==> config.mk <==
export PLATFORM = sky130hd
export DESIGN_NAME = version_string_compare
export DESIGN_NICKNAME = d
export VERILOG_FILES = /design/src/hw/rtl/vsc_pkg.sv /design/src/hw/rtl/vsc_front.sv /design/src/hw/rtl/vsc_queue.sv /design/src/hw/rtl/vsc_back.sv /design/src/hw/rtl/version_string_compare.sv
export SDC_FILE = /design/constraint.sdc
export NUM_CORES = 1
export LEC_CHECK = 0
export ABC_AREA = 1
export BUFFER_PORTS_ARGS = -buffer_cell sky130_fd_sc_hd__buf_2
export CORE_ASPECT_RATIO = 0.5
export CORE_MARGIN = 1.5
export CORE_UTILIZATION = 61
export CTS_CLUSTER_SIZE = 40
export DETAILED_ROUTE_END_ITERATION = 8
export PLACE_DENSITY_LB_ADDON = 0.1
export SLEW_MARGIN = 20
export SYNTH_ARGS = -nofsm -noshare
export SYNTH_HDL_FRONTEND = slang
export SYNTH_SLANG_ARGS = --single-unit
==> constraint.sdc <==
create_clock -name clock -period 7.28 [get_ports clock]
set_input_delay 0.364 -clock clock [delete_from_list [all_inputs] [get_ports clock]]
set_output_delay 0.364 -clock clock [all_outputs]
set_load 0.03 [all_outputs]
==> src/hw/rtl/vsc_pkg.sv <==
package vsc_pkg;

   // Default and upper bound of the number of dotted parts
   localparam int PARTS_MAX_DEF = 4;
   localparam int PARTS_CAP     = 8;

   // Count field wide enough for any part count in the parameter range
   localparam int CNT_W = $clog2(PARTS_CAP + 1);

   // Part accumulator: 100000000 * 10 + 9 still fits in 30 bits
   localparam int ACC_W = 30;
   localparam logic [ACC_W-1:0] PART_LIMIT = 30'd100000000;

   // Queue depth between parser and comparator
   localparam int Q_DEPTH = 2;

   // Character codes
   localparam logic [7:0] CH_NUL   = 8'h00;
   localparam logic [7:0] CH_TAB   = 8'h09;
   localparam logic [7:0] CH_SPACE = 8'h20;
   localparam logic [7:0] CH_PLUS  = 8'h2B;
   localparam logic [7:0] CH_MINUS = 8'h2D;
   localparam logic [7:0] CH_DOT   = 8'h2E;
   localparam logic [7:0] CH_ZERO  = 8'h30;
   localparam logic [7:0] CH_NINE  = 8'h39;
   localparam logic [7:0] CH_V_UP  = 8'h56;
   localparam logic [7:0] CH_V_LO  = 8'h76;

   // Parser phases
   typedef enum logic [2:0] {
      PH_LEAD,
      PH_AFTER_V,
      PH_DIGITS,
      PH_AFTER_DOT,
      PH_TAIL,
      PH_BAD
   } phase_type;

   // Ordering codes, first versus second
   typedef logic signed [1:0] order_type;
   localparam order_type ORD_EQ = 2'sb00;
   localparam order_type ORD_GT = 2'sb01;
   localparam order_type ORD_LT = 2'sb11;

   // Parser event handed to the comparator
   typedef struct packed {
      logic             cmd;
      logic             has_part;
      logic [CNT_W-1:0] part_idx;
      logic [ACC_W-1:0] part_val;
      logic             has_term;
      logic             ok;
      logic [CNT_W-1:0] count;
   } event_type;

endpackage

==> src/hw/rtl/vsc_front.sv <==
module vsc_front #(
   parameter int PARTS_MAX = vsc_pkg::PARTS_MAX_DEF
) (
   input  logic                clock,
   input  logic                reset,
   input  logic                req_valid,
   output logic                req_ready,
   input  logic                req_command,
   input  logic [7:0]          req_char_code,
   input  logic                q_full,
   output logic                q_push,
   output vsc_pkg::event_type  q_evt
);
   import vsc_pkg::*;

   localparam int CntW = $clog2(PARTS_MAX + 1);

   phase_type        phase_ff, phase_in;
   logic [ACC_W-1:0] acc_ff, acc_in;
   logic [CntW-1:0]  idx_ff, idx_in;
   logic [CntW-1:0]  idx_inc;
   logic             room;
   logic             is_digit;
   logic [3:0]       digit;
   logic             accept;
   event_type        evt;

   assign req_ready = !q_full;
   assign accept    = req_valid && req_ready;
   assign is_digit  = (req_char_code >= CH_ZERO) && (req_char_code <= CH_NINE);
   assign digit     = req_char_code[3:0];
   assign idx_inc   = CntW'(idx_ff + 1'b1);
   assign room      = idx_ff < CntW'(PARTS_MAX);

   // Classify the byte and build the event it raises
   always_comb begin
      phase_in     = phase_ff;
      acc_in       = acc_ff;
      idx_in       = idx_ff;
      evt.cmd      = req_command;
      evt.has_part = 1'b0;
      evt.part_idx = CNT_W'(idx_ff);
      evt.part_val = acc_ff;
      evt.has_term = 1'b0;
      evt.ok       = 1'b0;
      evt.count    = '0;
      case (phase_ff)
         PH_LEAD: begin
            if (req_char_code == CH_NUL) begin
               evt.has_term = 1'b1;
            end else if (req_char_code == CH_SPACE || req_char_code == CH_TAB) begin
               phase_in = PH_LEAD;
            end else if (req_char_code == CH_V_LO || req_char_code == CH_V_UP) begin
               phase_in = PH_AFTER_V;
            end else if (is_digit) begin
               acc_in   = ACC_W'(digit);
               phase_in = PH_DIGITS;
            end else begin
               phase_in = PH_BAD;
            end
         end
         PH_AFTER_V, PH_AFTER_DOT: begin
            if (req_char_code == CH_NUL) begin
               evt.has_term = 1'b1;
            end else if (is_digit) begin
               acc_in   = ACC_W'(digit);
               phase_in = PH_DIGITS;
            end else begin
               phase_in = PH_BAD;
            end
         end
         PH_DIGITS: begin
            if (is_digit) begin
               if (acc_ff > PART_LIMIT) begin
                  phase_in = PH_BAD;
               end else begin
                  acc_in = (acc_ff << 3) + (acc_ff << 1) + ACC_W'(digit);
               end
            end else if (req_char_code == CH_DOT) begin
               if (room) begin
                  evt.has_part = 1'b1;
                  idx_in       = idx_inc;
                  acc_in       = '0;
                  phase_in     = (idx_inc >= CntW'(PARTS_MAX)) ? PH_BAD : PH_AFTER_DOT;
               end else begin
                  phase_in = PH_BAD;
               end
            end else if (req_char_code == CH_NUL) begin
               evt.has_term = 1'b1;
               if (room) begin
                  evt.has_part = 1'b1;
                  evt.ok       = 1'b1;
                  evt.count    = CNT_W'(idx_inc);
               end
            end else if (req_char_code == CH_MINUS || req_char_code == CH_PLUS ||
                         req_char_code == CH_SPACE) begin
               if (room) begin
                  evt.has_part = 1'b1;
                  idx_in       = idx_inc;
                  acc_in       = '0;
                  phase_in     = PH_TAIL;
               end else begin
                  phase_in = PH_BAD;
               end
            end else begin
               phase_in = PH_BAD;
            end
         end
         PH_TAIL: begin
            if (req_char_code == CH_NUL) begin
               evt.has_term = 1'b1;
               evt.ok       = 1'b1;
               evt.count    = CNT_W'(idx_ff);
            end
         end
         default: begin
            phase_in = PH_BAD;
            if (req_char_code == CH_NUL) begin
               evt.has_term = 1'b1;
            end
         end
      endcase
      // Restart the parser after every terminator
      if (evt.has_term) begin
         phase_in = PH_LEAD;
         acc_in   = '0;
         idx_in   = '0;
      end
   end

   assign q_push = accept && (evt.has_part || evt.has_term);
   assign q_evt  = evt;

   // Advance the parser on each accepted beat
   always_ff @(posedge clock) begin
      if (reset) begin
         phase_ff <= PH_LEAD;
         acc_ff   <= '0;
         idx_ff   <= '0;
      end else if (accept) begin
         phase_ff <= phase_in;
         acc_ff   <= acc_in;
         idx_ff   <= idx_in;
      end
   end

endmodule

==> src/hw/rtl/vsc_queue.sv <==
module vsc_queue (
   input  logic                clock,
   input  logic                reset,
   input  logic                push,
   input  vsc_pkg::event_type  push_evt,
   output logic                full,
   input  logic                pop,
   output logic                empty,
   output vsc_pkg::event_type  head_evt
);
   import vsc_pkg::*;

   localparam int PtrW = (Q_DEPTH > 1) ? $clog2(Q_DEPTH) : 1;
   localparam int CntW = $clog2(Q_DEPTH + 1);

   event_type       slot_ff [Q_DEPTH];
   logic [PtrW-1:0] wr_ff, wr_in;
   logic [PtrW-1:0] rd_ff, rd_in;
   logic [CntW-1:0] cnt_ff, cnt_in;
   logic            do_push, do_pop;

   assign full     = cnt_ff == CntW'(Q_DEPTH);
   assign empty    = cnt_ff == '0;
   assign do_push  = push && !full;
   assign do_pop   = pop && !empty;
   assign head_evt = slot_ff[rd_ff];

   // Wrap pointers and track occupancy
   always_comb begin
      wr_in  = wr_ff;
      rd_in  = rd_ff;
      cnt_in = cnt_ff;
      if (do_push) begin
         wr_in = (wr_ff == PtrW'(Q_DEPTH - 1)) ? '0 : PtrW'(wr_ff + 1'b1);
      end
      if (do_pop) begin
         rd_in = (rd_ff == PtrW'(Q_DEPTH - 1)) ? '0 : PtrW'(rd_ff + 1'b1);
      end
      if (do_push && !do_pop) begin
         cnt_in = CntW'(cnt_ff + 1'b1);
      end else if (do_pop && !do_push) begin
         cnt_in = CntW'(cnt_ff - 1'b1);
      end
   end

   always_ff @(posedge clock) begin
      if (reset) begin
         wr_ff  <= '0;
         rd_ff  <= '0;
         cnt_ff <= '0;
      end else begin
         wr_ff  <= wr_in;
         rd_ff  <= rd_in;
         cnt_ff <= cnt_in;
      end
   end

   // Store the incoming beat
   always_ff @(posedge clock) begin
      if (do_push) begin
         slot_ff[wr_ff] <= push_evt;
      end
   end

endmodule

==> src/hw/rtl/vsc_back.sv <==
module vsc_back #(
   parameter int PARTS_MAX = vsc_pkg::PARTS_MAX_DEF
) (
   input  logic                clock,
   input  logic                reset,
   input  logic                q_empty,
   input  vsc_pkg::event_type  q_evt,
   output logic                q_pop,
   output logic                rsp_valid,
   input  logic                rsp_ready,
   output logic                rsp_which_string,
   output logic                rsp_parse_ok,
   output logic [2:0]          rsp_part_count,
   output logic signed [1:0]   rsp_order,
   output logic                rsp_downgrade
);
   import vsc_pkg::*;

   localparam int IdxW = (PARTS_MAX > 1) ? $clog2(PARTS_MAX) : 1;

   logic [ACC_W-1:0] parts_ff [PARTS_MAX];
   logic [ACC_W-1:0] parts_in [PARTS_MAX];
   logic             first_valid_ff, first_valid_in;
   order_type        run_ord_ff, run_ord_in;
   order_type        ord_mid, res_ord;
   logic [IdxW-1:0]  idx;
   logic [ACC_W-1:0] cur;
   logic             tail_nz;
   logic             load;

   logic             valid_ff, valid_in;
   logic             which_ff;
   logic             ok_ff;
   logic [2:0]       count_ff;
   order_type        ord_ff;
   logic             dg_ff;

   assign idx   = q_evt.part_idx[IdxW-1:0];
   assign cur   = parts_ff[idx];
   assign q_pop = !q_empty && (!q_evt.has_term || !valid_ff || rsp_ready);
   assign load  = q_pop && q_evt.has_term;

   // Store or compare the finished part, then settle a terminator
   always_comb begin
      parts_in       = parts_ff;
      first_valid_in = first_valid_ff;
      ord_mid        = run_ord_ff;
      res_ord        = ORD_EQ;
      tail_nz        = 1'b0;
      if (q_evt.has_part) begin
         if (!q_evt.cmd) begin
            parts_in[idx] = q_evt.part_val;
         end else if (run_ord_ff == ORD_EQ) begin
            if (cur > q_evt.part_val) begin
               ord_mid = ORD_GT;
            end else if (cur < q_evt.part_val) begin
               ord_mid = ORD_LT;
            end
         end
      end
      // Missing parts of the second string count as zero
      for (int i = 0; i < PARTS_MAX; i++) begin
         if (CNT_W'(i) >= q_evt.count && parts_in[i] != '0) begin
            tail_nz = 1'b1;
         end
      end
      run_ord_in = ord_mid;
      if (q_evt.has_term) begin
         run_ord_in = ORD_EQ;
         if (!q_evt.cmd) begin
            first_valid_in = q_evt.ok;
            if (q_evt.ok) begin
               for (int i = 0; i < PARTS_MAX; i++) begin
                  if (CNT_W'(i) >= q_evt.count) begin
                     parts_in[i] = '0;
                  end
               end
            end
         end else if (q_evt.ok && first_valid_ff) begin
            res_ord = ord_mid;
            if (ord_mid == ORD_EQ && tail_nz) begin
               res_ord = ORD_GT;
            end
         end
      end
   end

   always_ff @(posedge clock) begin
      if (reset) begin
         for (int i = 0; i < PARTS_MAX; i++) begin
            parts_ff[i] <= '0;
         end
         first_valid_ff <= 1'b0;
         run_ord_ff     <= ORD_EQ;
      end else if (q_pop) begin
         parts_ff       <= parts_in;
         first_valid_ff <= first_valid_in;
         run_ord_ff     <= run_ord_in;
      end
   end

   // Hold the result until the beat is taken
   always_comb begin
      valid_in = valid_ff;
      if (load) begin
         valid_in = 1'b1;
      end else if (rsp_ready) begin
         valid_in = 1'b0;
      end
   end

   always_ff @(posedge clock) begin
      if (reset) begin
         valid_ff <= 1'b0;
      end else begin
         valid_ff <= valid_in;
      end
   end

   always_ff @(posedge clock) begin
      if (load) begin
         which_ff <= q_evt.cmd;
         ok_ff    <= q_evt.ok;
         count_ff <= q_evt.count[2:0];
         ord_ff   <= res_ord;
         dg_ff    <= res_ord == ORD_LT;
      end
   end

   assign rsp_valid        = valid_ff;
   assign rsp_which_string = which_ff;
   assign rsp_parse_ok     = ok_ff;
   assign rsp_part_count   = count_ff;
   assign rsp_order        = ord_ff;
   assign rsp_downgrade    = dg_ff;

endmodule

==> src/hw/rtl/version_string_compare.sv <==
// Channel   Direction  Handshake              Payload
// req_      in         req_valid / req_ready  req_command, req_char_code
// rsp_      out        rsp_valid / rsp_ready  rsp_which_string, rsp_parse_ok,
//                                             rsp_part_count, rsp_order, rsp_downgrade
//
// One byte per cycle is taken while req_ready is high. A terminating byte's event is
// registered in the event queue and then in the comparator's output register. The
// rate is set by the parser and the comparator, which each handle one beat per cycle;
// a stalled result backs up into the two-entry queue and then drops req_ready. Reset
// is synchronous, active high, and clears the parser, the queue, the stored first
// version and the result valid flag.
module version_string_compare #(
   parameter int PARTS_MAX = vsc_pkg::PARTS_MAX_DEF
) (
   input  logic              clock,
   input  logic              reset,
   input  logic              req_valid,
   output logic              req_ready,
   input  logic              req_command,
   input  logic [7:0]        req_char_code,
   output logic              rsp_valid,
   input  logic              rsp_ready,
   output logic              rsp_which_string,
   output logic              rsp_parse_ok,
   output logic [2:0]        rsp_part_count,
   output logic signed [1:0] rsp_order,
   output logic              rsp_downgrade
);
   import vsc_pkg::*;

   event_type push_evt;
   event_type head_evt;
   logic      q_push, q_pop, q_full, q_empty;

   vsc_front #(.PARTS_MAX(PARTS_MAX)) u_front (
      .clock         (clock),
      .reset         (reset),
      .req_valid     (req_valid),
      .req_ready     (req_ready),
      .req_command   (req_command),
      .req_char_code (req_char_code),
      .q_full        (q_full),
      .q_push        (q_push),
      .q_evt         (push_evt)
   );

   vsc_queue u_queue (
      .clock    (clock),
      .reset    (reset),
      .push     (q_push),
      .push_evt (push_evt),
      .full     (q_full),
      .pop      (q_pop),
      .empty    (q_empty),
      .head_evt (head_evt)
   );

   vsc_back #(.PARTS_MAX(PARTS_MAX)) u_back (
      .clock            (clock),
      .reset            (reset),
      .q_empty          (q_empty),
      .q_evt            (head_evt),
      .q_pop            (q_pop),
      .rsp_valid        (rsp_valid),
      .rsp_ready        (rsp_ready),
      .rsp_which_string (rsp_which_string),
      .rsp_parse_ok     (rsp_parse_ok),
      .rsp_part_count   (rsp_part_count),
      .rsp_order        (rsp_order),
      .rsp_downgrade    (rsp_downgrade)
   );

   // A first-string result never carries an ordering
   assert property (@(posedge clock) disable iff (reset)
      rsp_valid && !rsp_which_string |-> rsp_order == ORD_EQ && !rsp_downgrade)
      else $error("first-string result carries an ordering");

   // Downgrade flag follows a less-than ordering exactly
   assert property (@(posedge clock) disable iff (reset)
      rsp_valid |-> rsp_downgrade == (rsp_order == ORD_LT))
      else $error("downgrade does not match order");

   // An invalid string reports no parts and no ordering
   assert property (@(posedge clock) disable iff (reset)
      rsp_valid && !rsp_parse_ok |-> rsp_part_count == 3'd0 && rsp_order == ORD_EQ)
      else $error("invalid string reports parts or ordering");

   // No result may be raised while the queue has been empty
   assert property (@(posedge clock) disable iff (reset)
      $rose(rsp_valid) |-> $past(!q_empty))
      else $error("result raised without a queued event");

endmodule

==> impl_results.md <==
- # H-tree levels: 1
- CTS tree: yes
- Status: finished, final reports clean
- Initial Utilization: 62.35%
- Average cell area after synthesis: 7.178 µm²
- Initial antenna violation count: 0
- Worst setup SP type: register
- Minimum clock period: ~4.2 ns
- Antenna cell count: 0
- Final Hold Fails: 0
- Kind of critical path: register to register
- Vias in the first global route: 12,510
- Synth Flop Type: dfxtp_1
- Flop pwr share: 30.9%
- Skew-Pair Late Insertion Delay: roughly 0.55 ns
- Leak Pwr: 6.869 nW
- Setup TNS Final: 0 ns
- # IOs: 23
- Vias per inst: a little under 6
- Syn nets: 2,194
- Crit-path leading delay family: simple AND/OR/NAND/NOR gates
- Skew final: 0.02598 ns
- CP cell instances: buf_4, nand2_1, nand2_2, nor2_2, clkinv_1, o22ai_1, nor2_1, ha_1, nand2_1, inv_1, nand3_1, nor3_1, nand4_1, nand2_1, nand2_1, a21oi_1, a21oi_1
- Crit. End Element: register
- Clock-pin transition on the worst setup and hold timing paths: 0.07 ns
- Mapped cell area: 0.01501 mm²
- First DRT Iteration DRCs: 1,657
- CP max stage cell: nor2_2
- Reg area: 0.005886 mm²
- Hold-fix buffers, CTS: 0
- Clk pwr share: between 20% and 30%
- Clock Path Buffers: 3
- Switch Pwr: 2.470 mW
- Global-route wire length before repair: 64.82 mm
- Synth unique cells: 53
- Relative slew slack: a little under a fifth
- Pin count of the biggest net entering global routing: 91
- Postcts setup bufs: 0
- Post-cts sizing count: 0
- GP Congestion: 0.9558
- Post-layout net count: 2,166
- Final wirelength: 40.62 mm
- Switching share of total power: ~44%
- Total internal power: 3.111 mW
- Worst-path maximum fanout: 49
- Congestion Overflow GR: 0
- Routed len/inst: about 17 µm
- CTS root buffer: clkbuf_16
- RSZ-0062 raised after global routing: false
- # rows: 40
- Total power: 5.581 mW
- Chip width: 224.8 µm
- Setup violators final: 0
- Yosys reg bits: 251
- CTS Buf Count: 24
- Fin. max-slew vios: 0
- Yosys warning count: 0
- Actual slew at the worst max-slew pin: 1.207 ns
- Post-route DRC: 0
- Fillcell total: 2,142
- Fraction of registers with async set/reset: 0%
- Worst setup margin: 3.030 ns
- Post-Place Worst Slack: 3.175 ns
- Tot GR Track Use: 31.99%
- Pwr/cell area: 346.8 mW/mm²
- Final worst path period share: 58.38%
- Max Freq: 0.2353 GHz
- Synth-to-layout area growth: 7.219%
- Post-synth EDFFs: 86
- Logic pwr share: 45.3%
- Detailed Place HPWL: 27.63 mm
- Mapped Cells: around 2,100
- Die ar.: between 0.02 and 0.03 mm²
- Area of the core: approximately 0.024 mm²
- Share of cells above drive strength 1: 6.343%
- Worst Path Buf+Inv: 3
- Peak supply drop: around 0.23 mV
- Clock sink count: 251
- Post-route ant nets: 0
- Most frequent CP cell: nand2_1
- Sequential area share after synthesis: 39.21%
- Hold Path Class: primary input to register
- Die height: roughly 110 µm
- Multi-input logic area: roughly 0.0080 mm²
- DRT Pass-1 Iters: 6
- Worst Path Required: between 7 and 8 ns
- Maximum Capacitance Violations: 0
- Vias: about 14,000
- CP max stage delay: 0.63 ns
- CP Data Arrival Time: about 4.5 ns
- Port bufs: 22
worst paths after layout:
kind,start,endpoint,slack [ns],cells after the start
worst min register to register,u_queue.rd_ff,u_queue.rd_ff,0.46,1
worst max register to register,register,u_back.rsp_order[0],3.03,17
worst min-delay path,req_command,u_queue.slot_ff[0][40],0.02,1
worst max-delay path,register,u_back.rsp_order[0],3.03,17
area by class of cell:
class	instances	area share [%]
timing repair buffer	35	1.462
clock buffer	27	3.934
inverter	205	4.782
sequential	251	36.57
tap	336	2.612
clock inverter	17	1.120
multi-input combinational	1546	49.52
cells in the final DEF (no fill, tap or decap), types with 6 or more instances in the layout:
| master | count |
|---|---|
| clkbuf_16 | 25 |
| nand2_2 | 10 |
| nor4_1 | 6 |
| o221ai_1 | 6 |
| ha_1 | 88 |
| xor2_1 | 10 |
| edfxtp_1 | 86 |
| buf_2 | 21 |
| inv_1 | 199 |
| a22oi_1 | 11 |
| nand4_1 | 11 |
| o22ai_1 | 27 |
| o21ai_1 | 49 |
| xnor2_1 | 9 |
| a21oi_1 | 213 |
| nor2_1 | 108 |
| nor3_1 | 20 |
| nand2_1 | 660 |
| or2_2 | 26 |
| o21ai_0 | 62 |
| a221oi_1 | 17 |
| clkinv_1 | 8 |
| dfxtp_1 | 165 |
| nand3_1 | 146 |
| buf_4 | 12 |
| nor2_4 | 6 |
| o211ai_1 | 7 |
sequential cells by signal, indices dropped and copies added, names as in the netlist, 3 cells and up, named ones only:
| register | flops |
|---|---|
| u_back.parts_ff | 120 |
| u_queue.slot_ff | 78 |
| u_front.acc_ff | 30 |
| u_back.rsp_part_count | 3 |
| u_front.idx_ff | 3 |
| u_front.phase_ff | 3 |
power by group through the flow:
stage / Clock, mW / Combinational, mW / Sequential [mW]
final: 1.33 / 2.53 / 1.73
after CTS: 1.34 / 2.46 / 1.72
after floorplan: 0 / 1.84 / 1.73
after detailed placement: 0 / 2.45 / 1.75
after global routing: 1.40 / 2.80 / 1.74
after global placement: 0 / 2.43 / 1.75
cell usage after synthesis (3+ instances only):
cell	instances	area [µm²]
xor2_1	10	87.58
a211oi_1	5	37.54
buf_4	5	37.54
a21oi_1	214	1071
edfxtp_1	86	2582
o221ai_1	6	52.55
nand2_2	10	62.56
nor2_1	110	412.9
nand3_1	146	730.7
buf_6	3	33.78
nor3_1	20	100.1
o22ai_1	27	168.9
inv_2	5	18.77
xnor2_1	9	78.83
nor2_2	5	31.28
a221oi_1	17	148.9
or2_2	26	162.7
o21a_1	5	37.54
clkbuf_1	36	135.1
or2_0	4	25.02
ha_1	88	1101
dfxtp_1	165	3303
o211ai_1	7	52.55
nor2_4	4	45.04
nand4_1	11	68.82
nand2_1	660	2477
a21o_1	3	22.52
buf_1	4	15.01
buf_2	41	205.2
o21ai_1	50	250.2
o21bai_1	3	22.52
inv_1	199	747.0
nor4_1	6	37.54
o21ai_0	63	315.3
a22oi_1	11	82.58
cell families after synthesis:
logic type	after synthesis	share of synthesized area (%)
compound gates	424	15.81
xor+xnor	19	1.109
fa+ha+maj	90	7.603
buf+inv	294	7.969
flops	251	39.21
mux	2	0.1334
simple gates	1011	28.16
stage by stage:
| stage | instance area (µm²) | cells | hold slack [ns] | utilization [%] |
|---|---|---|---|---|
| 2_1_floorplan | 15010 | 2091 | 0.4258 | - |
| 3_3_place_gp | 15240 | 2371 | 0.4373 | 63.31 |
| 3_5_place_dp | 15240 | 2371 | 0.4543 | 63.31 |
| 4_1_cts | 16050 | 2415 | 0.005138 | 66.68 |
| 5_1_grt | 16090 | 2417 | 0.007007 | 66.85 |
| 6_report | 16090 | 2417 | 0.02021 | 66.85 |
layer usage:
metal  part of all wire, %  wire, µm  GRT usage [%]
met1                    46     18530          45.99
met2                    42     17100          48.56
met3                    10      4171          7.599
met4                   2.0       811          7.919
met5                     0         0              0
Power figures use the tool's default switching activity.
